### src/rtl/kmec_pkg.sv
// shared types and constants for the keyboard modifier edge counter
package kmec_pkg;

  localparam int unsigned CTRL_BIT  = 4;
  localparam int unsigned SHIFT_BIT = 5;

  typedef enum logic {
    REQ_FRAME = 1'b0,
    REQ_READ  = 1'b1
  } kmec_req_e;

  typedef enum logic [1:0] {
    GRP_PLAIN = 2'd0,
    GRP_CTRL  = 2'd1,
    GRP_SHIFT = 2'd2
  } kmec_group_e;

  // request as it arrives on the input channel
  typedef struct packed {
    logic               req_type;
    logic signed [15:0] mouse_dx;
    logic signed [15:0] mouse_dy;
    logic signed [15:0] mouse_wheel;
    logic               left_down;
    logic               right_down;
    logic [15:0]        key_mask;
    logic [1:0]         read_group;
    logic [3:0]         read_key;
  } kmec_req_t;

  // result as it leaves on the output channel
  typedef struct packed {
    logic signed [15:0] out_dx;
    logic signed [15:0] out_dy;
    logic signed [15:0] out_wheel;
    logic               out_left;
    logic               out_right;
    logic [15:0]        plain_keys;
    logic [15:0]        ctrl_keys;
    logic [15:0]        shift_keys;
    logic [15:0]        plain_edges;
    logic [15:0]        ctrl_edges;
    logic [15:0]        shift_edges;
    logic [15:0]        count_value;
  } kmec_rsp_t;

  // classified request handed from the front end to the back end
  typedef struct packed {
    logic               is_read;
    logic signed [15:0] mouse_dx;
    logic signed [15:0] mouse_dy;
    logic signed [15:0] mouse_wheel;
    logic               left_down;
    logic               right_down;
    logic [15:0]        plain_keys;
    logic [15:0]        ctrl_keys;
    logic [15:0]        shift_keys;
    logic [1:0]         read_group;
    logic [3:0]         read_key;
  } kmec_cls_t;

endpackage

### src/rtl/kmec_if.sv
// valid/ready channel interfaces for requests and results

interface kmec_in_if;
  logic                valid;
  logic                ready;
  kmec_pkg::kmec_req_t payload;

  modport source (output valid, output payload, input ready);
  modport sink   (input valid, input payload, output ready);
endinterface

interface kmec_out_if;
  logic                valid;
  logic                ready;
  kmec_pkg::kmec_rsp_t payload;

  modport source (output valid, output payload, input ready);
  modport sink   (input valid, input payload, output ready);
endinterface

### src/rtl/keyboard_modifier_edge_counter_top.sv
// top level of the keyboard modifier edge counter
// a request accepted is registered in the queue, then in the result register
// throughput: one request per cycle while the queue has room; the two-entry queue
//   decouples the input side from the back end, which waits on the result register
// reset: previous group masks and all press counters clear at once, queue and
//   result register come up empty; no clearing pass, requests taken right after reset
module keyboard_modifier_edge_counter_top #(
  parameter int unsigned KEY_BITS    = 16,
  parameter int unsigned COUNT_WIDTH = 16
) (
  input  logic              clk_i,
  input  logic              rst_ni,
  kmec_in_if.sink           in_i,
  kmec_out_if.source        out_o
);

  localparam int unsigned Q_W = $bits(kmec_pkg::kmec_cls_t) + 3 * KEY_BITS;

  // front end outputs
  kmec_pkg::kmec_cls_t  f_cls;
  logic [KEY_BITS-1:0]  f_e_plain, f_e_ctrl, f_e_shift;
  logic                 in_accept;

  // queue outputs
  logic                 q_valid, q_ready;
  logic [Q_W-1:0]       q_wdata, q_rdata;

  // back end view of the queue head
  kmec_pkg::kmec_cls_t  b_cls;
  logic [KEY_BITS-1:0]  b_e_plain, b_e_ctrl, b_e_shift;
  logic                 fifo_ready;

  // a request is taken whenever the queue has room
  assign in_i.ready = fifo_ready;
  assign in_accept  = in_i.valid && fifo_ready;

  // group masks and rising edges, previous masks updated on accept of a frame
  kmec_front #(
    .KEY_BITS (KEY_BITS)
  ) u_front (
    .clk_i     (clk_i),
    .rst_ni    (rst_ni),
    .req_i     (in_i.payload),
    .accept_i  (in_accept),
    .cls_o     (f_cls),
    .e_plain_o (f_e_plain),
    .e_ctrl_o  (f_e_ctrl),
    .e_shift_o (f_e_shift)
  );

  assign q_wdata = {f_e_plain, f_e_ctrl, f_e_shift, f_cls};

  // decouples classification from counting, keeps request order
  kmec_fifo #(
    .WIDTH (Q_W)
  ) u_fifo (
    .clk_i        (clk_i),
    .rst_ni       (rst_ni),
    .push_valid_i (in_i.valid),
    .push_ready_o (fifo_ready),
    .push_data_i  (q_wdata),
    .pop_valid_o  (q_valid),
    .pop_ready_i  (q_ready),
    .pop_data_o   (q_rdata)
  );

  assign {b_e_plain, b_e_ctrl, b_e_shift, b_cls} = q_rdata;

  // counter updates and reads happen in queue order, so a read sees every
  // earlier frame's increments
  kmec_back #(
    .KEY_BITS    (KEY_BITS),
    .COUNT_WIDTH (COUNT_WIDTH)
  ) u_back (
    .clk_i       (clk_i),
    .rst_ni      (rst_ni),
    .valid_i     (q_valid),
    .ready_o     (q_ready),
    .cls_i       (b_cls),
    .e_plain_i   (b_e_plain),
    .e_ctrl_i    (b_e_ctrl),
    .e_shift_i   (b_e_shift),
    .out_valid_o (out_o.valid),
    .out_ready_i (out_o.ready),
    .out_rsp_o   (out_o.payload)
  );

endmodule

### src/rtl/kmec_front.sv
// front end: key group forming and rising edge detection per frame
module kmec_front #(
  parameter int unsigned KEY_BITS = 16
) (
  input  logic                      clk_i,
  input  logic                      rst_ni,
  input  kmec_pkg::kmec_req_t       req_i,
  input  logic                      accept_i,
  output kmec_pkg::kmec_cls_t       cls_o,
  output logic [KEY_BITS-1:0]       e_plain_o,
  output logic [KEY_BITS-1:0]       e_ctrl_o,
  output logic [KEY_BITS-1:0]       e_shift_o
);

  logic [KEY_BITS-1:0] prev_plain_q, prev_plain_d;
  logic [KEY_BITS-1:0] prev_ctrl_q, prev_ctrl_d;
  logic [KEY_BITS-1:0] prev_shift_q, prev_shift_d;
  logic [KEY_BITS-1:0] now, ctrl_grp, shift_grp, keep;
  logic                is_read;

  assign is_read   = (req_i.req_type == kmec_pkg::REQ_READ);
  assign now       = KEY_BITS'(req_i.key_mask);
  assign ctrl_grp  = now[kmec_pkg::CTRL_BIT] ? now : '0;
  assign shift_grp = now[kmec_pkg::SHIFT_BIT] ? now : '0;
  // modifier bits themselves never count
  assign keep      = ~((KEY_BITS'(1) << kmec_pkg::CTRL_BIT) |
                       (KEY_BITS'(1) << kmec_pkg::SHIFT_BIT));

  always_comb begin
    e_plain_o = '0;
    e_ctrl_o  = '0;
    e_shift_o = '0;
    cls_o     = '0;
    cls_o.is_read    = is_read;
    cls_o.read_group = req_i.read_group;
    cls_o.read_key   = req_i.read_key;
    if (!is_read) begin
      e_plain_o = now & ~prev_plain_q & ~ctrl_grp & ~shift_grp & keep;
      e_ctrl_o  = ctrl_grp & ~prev_ctrl_q & keep;
      e_shift_o = shift_grp & ~prev_shift_q & keep;
      cls_o.mouse_dx    = req_i.mouse_dx;
      cls_o.mouse_dy    = req_i.mouse_dy;
      cls_o.mouse_wheel = req_i.mouse_wheel;
      cls_o.left_down   = req_i.left_down;
      cls_o.right_down  = req_i.right_down;
      cls_o.plain_keys  = 16'(now);
      cls_o.ctrl_keys   = 16'(ctrl_grp);
      cls_o.shift_keys  = 16'(shift_grp);
    end
  end

  always_comb begin
    prev_plain_d = prev_plain_q;
    prev_ctrl_d  = prev_ctrl_q;
    prev_shift_d = prev_shift_q;
    if (accept_i && !is_read) begin
      prev_plain_d = now;
      prev_ctrl_d  = ctrl_grp;
      prev_shift_d = shift_grp;
    end
  end

  always_ff @(posedge clk_i or negedge rst_ni) begin
    if (!rst_ni) begin
      prev_plain_q <= '0;
      prev_ctrl_q  <= '0;
      prev_shift_q <= '0;
    end else begin
      prev_plain_q <= prev_plain_d;
      prev_ctrl_q  <= prev_ctrl_d;
      prev_shift_q <= prev_shift_d;
    end
  end

endmodule

### src/rtl/kmec_fifo.sv
// two-entry queue between front end and back end
module kmec_fifo #(
  parameter int unsigned WIDTH = 8
) (
  input  logic             clk_i,
  input  logic             rst_ni,
  input  logic             push_valid_i,
  output logic             push_ready_o,
  input  logic [WIDTH-1:0] push_data_i,
  output logic             pop_valid_o,
  input  logic             pop_ready_i,
  output logic [WIDTH-1:0] pop_data_o
);

  localparam int unsigned DEPTH = 2;
  localparam int unsigned PTR_W = $clog2(DEPTH);
  localparam int unsigned CNT_W = $clog2(DEPTH + 1);

  logic [WIDTH-1:0] mem_q [DEPTH];
  logic [PTR_W-1:0] wr_ptr_q, wr_ptr_d, rd_ptr_q, rd_ptr_d;
  logic [CNT_W-1:0] cnt_q, cnt_d;
  logic             push, pop;

  assign push_ready_o = (cnt_q != CNT_W'(DEPTH));
  assign pop_valid_o  = (cnt_q != '0);
  assign pop_data_o   = mem_q[rd_ptr_q];
  assign push         = push_valid_i && push_ready_o;
  assign pop          = pop_valid_o && pop_ready_i;

  always_comb begin
    wr_ptr_d = push ? wr_ptr_q + PTR_W'(1) : wr_ptr_q;
    rd_ptr_d = pop ? rd_ptr_q + PTR_W'(1) : rd_ptr_q;
    cnt_d    = cnt_q;
    if (push && !pop) begin
      cnt_d = cnt_q + CNT_W'(1);
    end else if (pop && !push) begin
      cnt_d = cnt_q - CNT_W'(1);
    end
  end

  always_ff @(posedge clk_i) begin
    if (push) begin
      mem_q[wr_ptr_q] <= push_data_i;
    end
  end

  always_ff @(posedge clk_i or negedge rst_ni) begin
    if (!rst_ni) begin
      wr_ptr_q <= '0;
      rd_ptr_q <= '0;
      cnt_q    <= '0;
    end else begin
      wr_ptr_q <= wr_ptr_d;
      rd_ptr_q <= rd_ptr_d;
      cnt_q    <= cnt_d;
    end
  end

endmodule

### src/rtl/kmec_back.sv
// back end: press counters, counter reads and the result register
module kmec_back #(
  parameter int unsigned KEY_BITS    = 16,
  parameter int unsigned COUNT_WIDTH = 16
) (
  input  logic                 clk_i,
  input  logic                 rst_ni,
  input  logic                 valid_i,
  output logic                 ready_o,
  input  kmec_pkg::kmec_cls_t  cls_i,
  input  logic [KEY_BITS-1:0]  e_plain_i,
  input  logic [KEY_BITS-1:0]  e_ctrl_i,
  input  logic [KEY_BITS-1:0]  e_shift_i,
  output logic                 out_valid_o,
  input  logic                 out_ready_i,
  output kmec_pkg::kmec_rsp_t  out_rsp_o
);

  localparam int unsigned KIW       = $clog2(KEY_BITS);
  localparam int unsigned KEY_EXT_W = KIW + 4;

  logic [COUNT_WIDTH-1:0] cnt_plain_q [KEY_BITS];
  logic [COUNT_WIDTH-1:0] cnt_ctrl_q  [KEY_BITS];
  logic [COUNT_WIDTH-1:0] cnt_shift_q [KEY_BITS];

  logic                   out_valid_q, out_valid_d;
  kmec_pkg::kmec_rsp_t    rsp_q, rsp_d;
  logic                   pop;
  logic [KEY_EXT_W-1:0]   key_ext;
  logic [KIW-1:0]         rd_idx;
  logic                   key_ok;
  logic [COUNT_WIDTH-1:0] rd_cnt;

  assign ready_o = !out_valid_q || out_ready_i;
  assign pop     = valid_i && ready_o;

  // counter read for a read request
  assign key_ext = KEY_EXT_W'(cls_i.read_key);
  assign rd_idx  = key_ext[KIW-1:0];
  assign key_ok  = (key_ext < KEY_EXT_W'(KEY_BITS));

  always_comb begin
    rd_cnt = '0;
    if (key_ok) begin
      unique case (cls_i.read_group)
        kmec_pkg::GRP_PLAIN: rd_cnt = cnt_plain_q[rd_idx];
        kmec_pkg::GRP_CTRL:  rd_cnt = cnt_ctrl_q[rd_idx];
        kmec_pkg::GRP_SHIFT: rd_cnt = cnt_shift_q[rd_idx];
        default:             rd_cnt = '0;
      endcase
    end
  end

  always_comb begin
    rsp_d             = '0;
    rsp_d.out_dx      = cls_i.mouse_dx;
    rsp_d.out_dy      = cls_i.mouse_dy;
    rsp_d.out_wheel   = cls_i.mouse_wheel;
    rsp_d.out_left    = cls_i.left_down;
    rsp_d.out_right   = cls_i.right_down;
    rsp_d.plain_keys  = cls_i.plain_keys;
    rsp_d.ctrl_keys   = cls_i.ctrl_keys;
    rsp_d.shift_keys  = cls_i.shift_keys;
    rsp_d.plain_edges = 16'(e_plain_i);
    rsp_d.ctrl_edges  = 16'(e_ctrl_i);
    rsp_d.shift_edges = 16'(e_shift_i);
    rsp_d.count_value = cls_i.is_read ? 16'(rd_cnt) : 16'd0;
  end

  always_comb begin
    out_valid_d = out_valid_q;
    if (pop) begin
      out_valid_d = 1'b1;
    end else if (out_ready_i) begin
      out_valid_d = 1'b0;
    end
  end

  // one incrementer per counter, enabled by its edge bit when the queue head is popped
  always_ff @(posedge clk_i or negedge rst_ni) begin
    if (!rst_ni) begin
      for (int k = 0; k < KEY_BITS; k++) begin
        cnt_plain_q[k] <= '0;
        cnt_ctrl_q[k]  <= '0;
        cnt_shift_q[k] <= '0;
      end
    end else if (pop) begin
      for (int k = 0; k < KEY_BITS; k++) begin
        if (e_plain_i[k]) cnt_plain_q[k] <= cnt_plain_q[k] + COUNT_WIDTH'(1);
        if (e_ctrl_i[k])  cnt_ctrl_q[k]  <= cnt_ctrl_q[k] + COUNT_WIDTH'(1);
        if (e_shift_i[k]) cnt_shift_q[k] <= cnt_shift_q[k] + COUNT_WIDTH'(1);
      end
    end
  end

  always_ff @(posedge clk_i or negedge rst_ni) begin
    if (!rst_ni) begin
      out_valid_q <= 1'b0;
    end else begin
      out_valid_q <= out_valid_d;
    end
  end

  always_ff @(posedge clk_i) begin
    if (pop) begin
      rsp_q <= rsp_d;
    end
  end

  assign out_valid_o = out_valid_q;
  assign out_rsp_o   = rsp_q;

endmodule

### src/flat_wrapper.sv
// flat-port wrapper written by rule: the top's interface ports become plain ports
module keyboard_modifier_edge_counter_top_flat 
#(
  parameter int unsigned KEY_BITS    = 16,
  parameter int unsigned COUNT_WIDTH = 16
)
  (clk_i, rst_ni, in_i_valid, in_i_payload, in_i_ready, out_o_valid, out_o_payload, out_o_ready);
  kmec_in_if in_i_i ();
  kmec_out_if out_o_i ();
  input  logic clk_i;
  input  logic rst_ni;
  input wire logic [$bits(in_i_i.valid)-1:0] in_i_valid;
  input wire logic [$bits(in_i_i.payload)-1:0] in_i_payload;
  output wire logic [$bits(in_i_i.ready)-1:0] in_i_ready;
  output wire logic [$bits(out_o_i.valid)-1:0] out_o_valid;
  output wire logic [$bits(out_o_i.payload)-1:0] out_o_payload;
  input wire logic [$bits(out_o_i.ready)-1:0] out_o_ready;
  assign in_i_i.valid = in_i_valid;
  assign in_i_i.payload = in_i_payload;
  assign in_i_ready = in_i_i.ready;
  assign out_o_valid = out_o_i.valid;
  assign out_o_payload = out_o_i.payload;
  assign out_o_i.ready = out_o_ready;
  keyboard_modifier_edge_counter_top #(.KEY_BITS(KEY_BITS), .COUNT_WIDTH(COUNT_WIDTH)) u_core (.clk_i(clk_i), .rst_ni(rst_ni), .in_i(in_i_i), .out_o(out_o_i));
endmodule
### config.mk
export PLATFORM = sky130hd
export DESIGN_NAME = keyboard_modifier_edge_counter_top_flat
export DESIGN_NICKNAME = d
export VERILOG_FILES = /design/src/rtl/kmec_pkg.sv /design/src/rtl/kmec_if.sv /design/src/rtl/keyboard_modifier_edge_counter_top.sv /design/src/rtl/kmec_front.sv /design/src/rtl/kmec_fifo.sv /design/src/rtl/kmec_back.sv /design/src/flat_wrapper.sv
export SDC_FILE = /design/constraint.sdc
export NUM_CORES = 2
export LEC_CHECK = 0
export BUFFER_PORTS_ARGS = -buffer_cell sky130_fd_sc_hd__buf_2
export CAP_MARGIN = 25
export CORE_ASPECT_RATIO = 2
export CORE_MARGIN = 5
export CORE_UTILIZATION = 47
export CTS_CLUSTER_DIAMETER = 120
export DETAILED_ROUTE_END_ITERATION = 8
export PLACE_DENSITY = 0.63
export SLEW_MARGIN = 40
export SYNTH_ARGS = -nofsm -noshare
export SYNTH_HDL_FRONTEND = slang
export SYNTH_SLANG_ARGS = --single-unit
### constraint.sdc
create_clock -name clk_i -period 7 [get_ports clk_i]
set_clock_uncertainty 0.2 [all_clocks]
set_input_delay 1.4 -clock clk_i [delete_from_list [all_inputs] [get_ports clk_i]]
set_output_delay 1.4 -clock clk_i [all_outputs]
set_load 0.01 [all_outputs]
==> metrics list <==
* Initial DRC Count: slightly above 4000
- Setup slack of the critical path after layout: approximately 2.6 ns
- Clock-pin slew was measured on the worst setup and hold paths at around 0.080 ns.
- Effective utilization at floorplan: between 40% and 50%
- Root buffer cell: sky130_fd_sc_hd__clkbuf_16
* Share of synthesized area spent on multiplexers: 4.78%
- Hold timing on the final database bottoms out at a slack of around 0.25 ns.
- For this run, the top clock speed supported by timing is roughly 230 MHz.
- Summed over all failing endpoints, the final setup total negative slack is 0 ns.
* Gate count after technology mapping: 5092
- The completed layout was analyzed and its total power is around 25000 µW.
- The later pin in the worst-skew pair is clocked with a latency of roughly 0.76 ns.
- Vert. Die Dim: between 500 and 600 µm
- Fraction of registers with async set/reset: 62.0%
- The number of gates resized after CTS was 0.
* Pleak: 0.0252 µW
* Slew at the pin closest to its max-slew limit: 0.895 ns
- In this run, synthesis produced a sequential element count of between 1000 and 1500.
- The congestion estimate from routability-driven global placement came to just over 0.9.
- For this run, the leading register cell type out of synthesis is sky130_fd_sc_hd__dfrtp_1.
- By area, the combinational part of the netlist is dominated by simple AND/OR/NAND/NOR gates.
- The synthesized netlist occupies a cell area of approximately 57000 µm².
- The first detailed-routing pass took 6 iterations.
- The largest individual stage delay along the critical path comes from the cell sky130_fd_sc_hd__dfrtp_4.
- Timing analysis after detailed placement gives a worst setup slack of 2.71 ns.
- In this run the count of I/O pins placed on the die edge is approximately 240.
* Max-capacitance violation count: 0
- Summed over all layers, the routed wires come to ~170 mm.
- Pin count of the biggest net entering global routing: 152
- WP depth: 8
- EDFF count, synth: roughly 440
- Measured in cells, the most critical reg-to-reg path has a length of 8.
- Timing startpoint of the critical path: u_core.u_fifo.rd_ptr_q
- The most critical setup path has its endpoint at u_core.u_back.out_rsp_o[2].
* Clock Path Buffers: 3
- Outcome: completed
- Headroom to the max-slew limit came out at a little over 40%.
* Synth Area in Adders: 0.952%
- Compound-gate portion of the synthesized area: roughly 11%
- With fillers left out, the area of the finished cells amounts to 62600 µm².
- Among cell families on the critical path, the largest total delay comes from buffers and inverters.
- Remaining Overflow, GRT: 0
* Reg-to-Reg Start: u_core.u_fifo.rd_ptr_q
* Nets: 5316
* Post-CTS repair timing setup buffer count: 0
- During placement, the flow inserted port buffers numbering 234.
- Final Hold Violating Endpoints: 0
- Sum of net half-perimeters after detailed placement: between 100 and 150 mm
- The worst setup path is of the reg -> reg kind.
- For the worst setup path, the data required time is ~7.3 ns.
- H-tree depth reported by CTS: 3
- CP Max Fanout: 74
- Signal arrival time at the worst endpoint: 4.71 ns
- Final critical path time including I/O delays and setup: about 4.4 ns
* Crit-path cells: buf_4 > mux2i_4 > buf_4 > o211ai_1 > a21oi_1 > a311oi_1 > a311oi_1 > o32ai_1
* Fraction of the yosys area taken by sequential cells: between 50% and 60%
- In this run the register-to-register setup slack is roughly 2.6 ns.
- Cts hold-fix bufs: 0
- The area growth from synthesis to layout is 10.7%.
- Dividing the detail-routed wire length by the instance count gives 24.9 µm.
* Hold/Removal Path Class: in -> async
- Capture instance of the worst register-to-register path: u_core.u_back.out_rsp_o[2]
* Critical Path End Type: flip-flop
* Chip width: between 200 and 300 µm
- The via count of the first global-routing pass was about 40000.
* RSZ-0062 raised after global routing: no
* XOR/XNOR Fraction of Synth Area: 9.84%
* Post-Place Cell Area: 58800 µm²
* Global Route Usage Sum: 26.2%
- Cell variety after synth: 97
- Die footprint: approximately 130000 µm²
- The post-route netlist has about 14% of its cells at a drive strength greater than 1.
- First-pass GRT wire length: 257 mm
- Startpoint type of the worst setup path: flip-flop
- Core outline area: between 100000 and 150000 µm²
- TritonCTS clock tree: yes
- Antenna violations before repair: 13
* Clock buffers created by TritonCTS: about 110
- Row generation in the floorplan step produced 180 rows.
* Count of clock tree sinks: around 1200
* Antenna Violating Nets Remaining: 0
* Number of pins with negative max-slew slack in the final report: 0
- Area fraction in and, or, nand and nor cells after synthesis: roughly 14%
* Yosys Warn Count: 0
- Worst path buffer plus inverter count: 2
* Average cell area after synthesis: about 11 µm²
- Across the VDD grid, the largest voltage drop is 0.597 mV.
- In this design, the stage delay of the slowest critical-path cell is roughly 0.7 ns.
* Per-cell via count in the routed design: 6.07
* Final setup violation count: 0
* Pwr per Cell Area: ~400 nW/µm²
* Final critical-path share of the clock period: between 60% and 70%
* Residual DRC: 0
* Vias: between 40000 and 50000
[worst min path at each step]
| stage | slack, ns | depth (start not counted) | to | startpoint |
|---|---|---|---|---|
| 2_1_floorplan | 0.24 | 1 | u_core.u_back.cnt_ctrl_q[255] | u_core.u_back.cnt_ctrl_q[255] |
| 5_1_grt | 0.23 | 1 | u_core.u_back.cnt_shift_q[3] | rst_ni |
| 4_1_cts | 0.21 | 1 | u_core.u_back.cnt_shift_q[4] | rst_ni |
| 3_3_place_gp | 0.26 | 1 | u_core.u_back.cnt_plain_q[159] | u_core.u_back.cnt_plain_q[159] |
| 6_report | 0.25 | 1 | u_core.u_back.cnt_shift_q[4] | rst_ni |
| 3_5_place_dp | 0.26 | 1 | u_core.u_back.cnt_shift_q[95] | u_core.u_back.cnt_shift_q[95] |
[cells by family after synthesis]
family                   count (synthesis)
AO/OA/AOI/OAI                          984
XOR/XNOR                               635
adder cells (fa/ha/maj)                 43
buffers and inverters                  380
flip-flops                            1160
multiplexers                           244
other                                    1
AND/OR/NAND/NOR                       1645
[sequential cells by signal, summed over array words and instances (netlist names), 2 cells and up]
signal,cells
u_core.u_front.prev_shift_q,14
u_core.u_back.cnt_ctrl_q,224
u_core.u_front.prev_plain_q,14
u_core.u_fifo.cnt_q,2
u_core.u_front.prev_ctrl_q,14
u_core.u_fifo.mem_q,288
u_core.u_back.out_rsp_o,153
u_core.u_back.cnt_plain_q,224
u_core.u_back.cnt_shift_q,224
[placed cells by master, fill, tap and decap left out, types with 43 or more instances in the layout]
master	instances
sky130_fd_sc_hd__ha_1	43
sky130_fd_sc_hd__o21ai_0	220
sky130_fd_sc_hd__nand4_1	127
sky130_fd_sc_hd__buf_4	49
sky130_fd_sc_hd__clkbuf_16	106
sky130_fd_sc_hd__nor2_1	218
sky130_fd_sc_hd__xnor2_1	456
sky130_fd_sc_hd__xor2_1	179
sky130_fd_sc_hd__a21oi_1	209
sky130_fd_sc_hd__a31oi_1	64
sky130_fd_sc_hd__dfrtp_1	718
sky130_fd_sc_hd__a211oi_1	131
sky130_fd_sc_hd__buf_2	233
sky130_fd_sc_hd__and3_1	153
sky130_fd_sc_hd__nand2_1	561
sky130_fd_sc_hd__mux2i_1	61
sky130_fd_sc_hd__o211ai_1	77
sky130_fd_sc_hd__nor3_1	50
sky130_fd_sc_hd__inv_1	64
sky130_fd_sc_hd__edfxtp_1	441
sky130_fd_sc_hd__and2_1	45
sky130_fd_sc_hd__nand3_1	271
sky130_fd_sc_hd__mux2_2	171
sky130_fd_sc_hd__nor2b_1	101
[report_power, final]
| group | switching [µW] | internal, µW | leakage [µW] | total, µW |
|---|---|---|---|---|
| Combinational | 5640 | 2900 | 0.00976 | 8540 |
| Clock | 2770 | 3360 | 0.00178 | 6130 |
| Sequential | 1450 | 8930 | 0.0137 | 10400 |
[synth_stat cells, types with 18 or more instances]
master                       n  area share (%)
sky130_fd_sc_hd__dfrtp_1   719              32
sky130_fd_sc_hd__nand2_1   561             3.7
sky130_fd_sc_hd__xnor2_1   456             7.1
sky130_fd_sc_hd__edfxtp_1  441              23
sky130_fd_sc_hd__nand3_1   271             2.4
sky130_fd_sc_hd__o21ai_0   221             2.0
sky130_fd_sc_hd__nor2_1    220             1.5
sky130_fd_sc_hd__a21oi_1   209             1.9
sky130_fd_sc_hd__xor2_1    179             2.8
sky130_fd_sc_hd__mux2_2    172             3.4
sky130_fd_sc_hd__and3_1    154             1.7
sky130_fd_sc_hd__a211oi_1  131             1.7
sky130_fd_sc_hd__clkbuf_1  127            0.84
sky130_fd_sc_hd__nand4_1   127             1.4
sky130_fd_sc_hd__buf_2     117             1.0
sky130_fd_sc_hd__nor2b_1   101             1.1
sky130_fd_sc_hd__o211ai_1   77             1.0
sky130_fd_sc_hd__inv_1      65            0.43
sky130_fd_sc_hd__a31oi_1    64            0.71
sky130_fd_sc_hd__mux2i_1    64             1.1
sky130_fd_sc_hd__nor3_1     51            0.45
sky130_fd_sc_hd__and2_1     45            0.50
sky130_fd_sc_hd__ha_1       43            0.95
sky130_fd_sc_hd__buf_4      35            0.46
sky130_fd_sc_hd__and4_1     29            0.45
sky130_fd_sc_hd__o22ai_1    28            0.31
sky130_fd_sc_hd__o221ai_1   26            0.40
sky130_fd_sc_hd__a311oi_1   25            0.39
sky130_fd_sc_hd__a21boi_0   23            0.31
sky130_fd_sc_hd__a22o_1     20            0.31
sky130_fd_sc_hd__nand2b_1   18            0.20
[through the flow]
| step | util [%] | instances |
|---|---|---|
| 2_1_floorplan | - | 5097 |
| 3_3_place_gp | 49.0 | 6630 |
| 3_5_place_dp | 49.1 | 6634 |
| 4_1_cts | 52.2 | 6829 |
| 5_1_grt | 52.2 | 6832 |
| 6_report | 52.2 | 6837 |
[layout make-up]
cell class / instances / area (µm²)
Multi-Input combinational cell: 3557 / 23500
Clock buffer: 137 / 2920
Timing Repair Buffer: 302 / 1900
Clock inverter: 58 / 738
Sequential cell: 1160 / 31200
Antenna cell: 6 / 15.0
Inverter: 70 / 263
Fill cell: 10517 / 57300
Tap cell: 1547 / 1940
[metal layers]
layer	track usage (%)	up-vias	share of wire [%]
met5	0	-	0.033
met4	12.9	8	5.5
met3	4.91	382	7.7
met2	41.2	1757	47
met1	34.8	20784	40
li1	-	18553	-
Note: power is estimated with default switching activity, not from simulation.
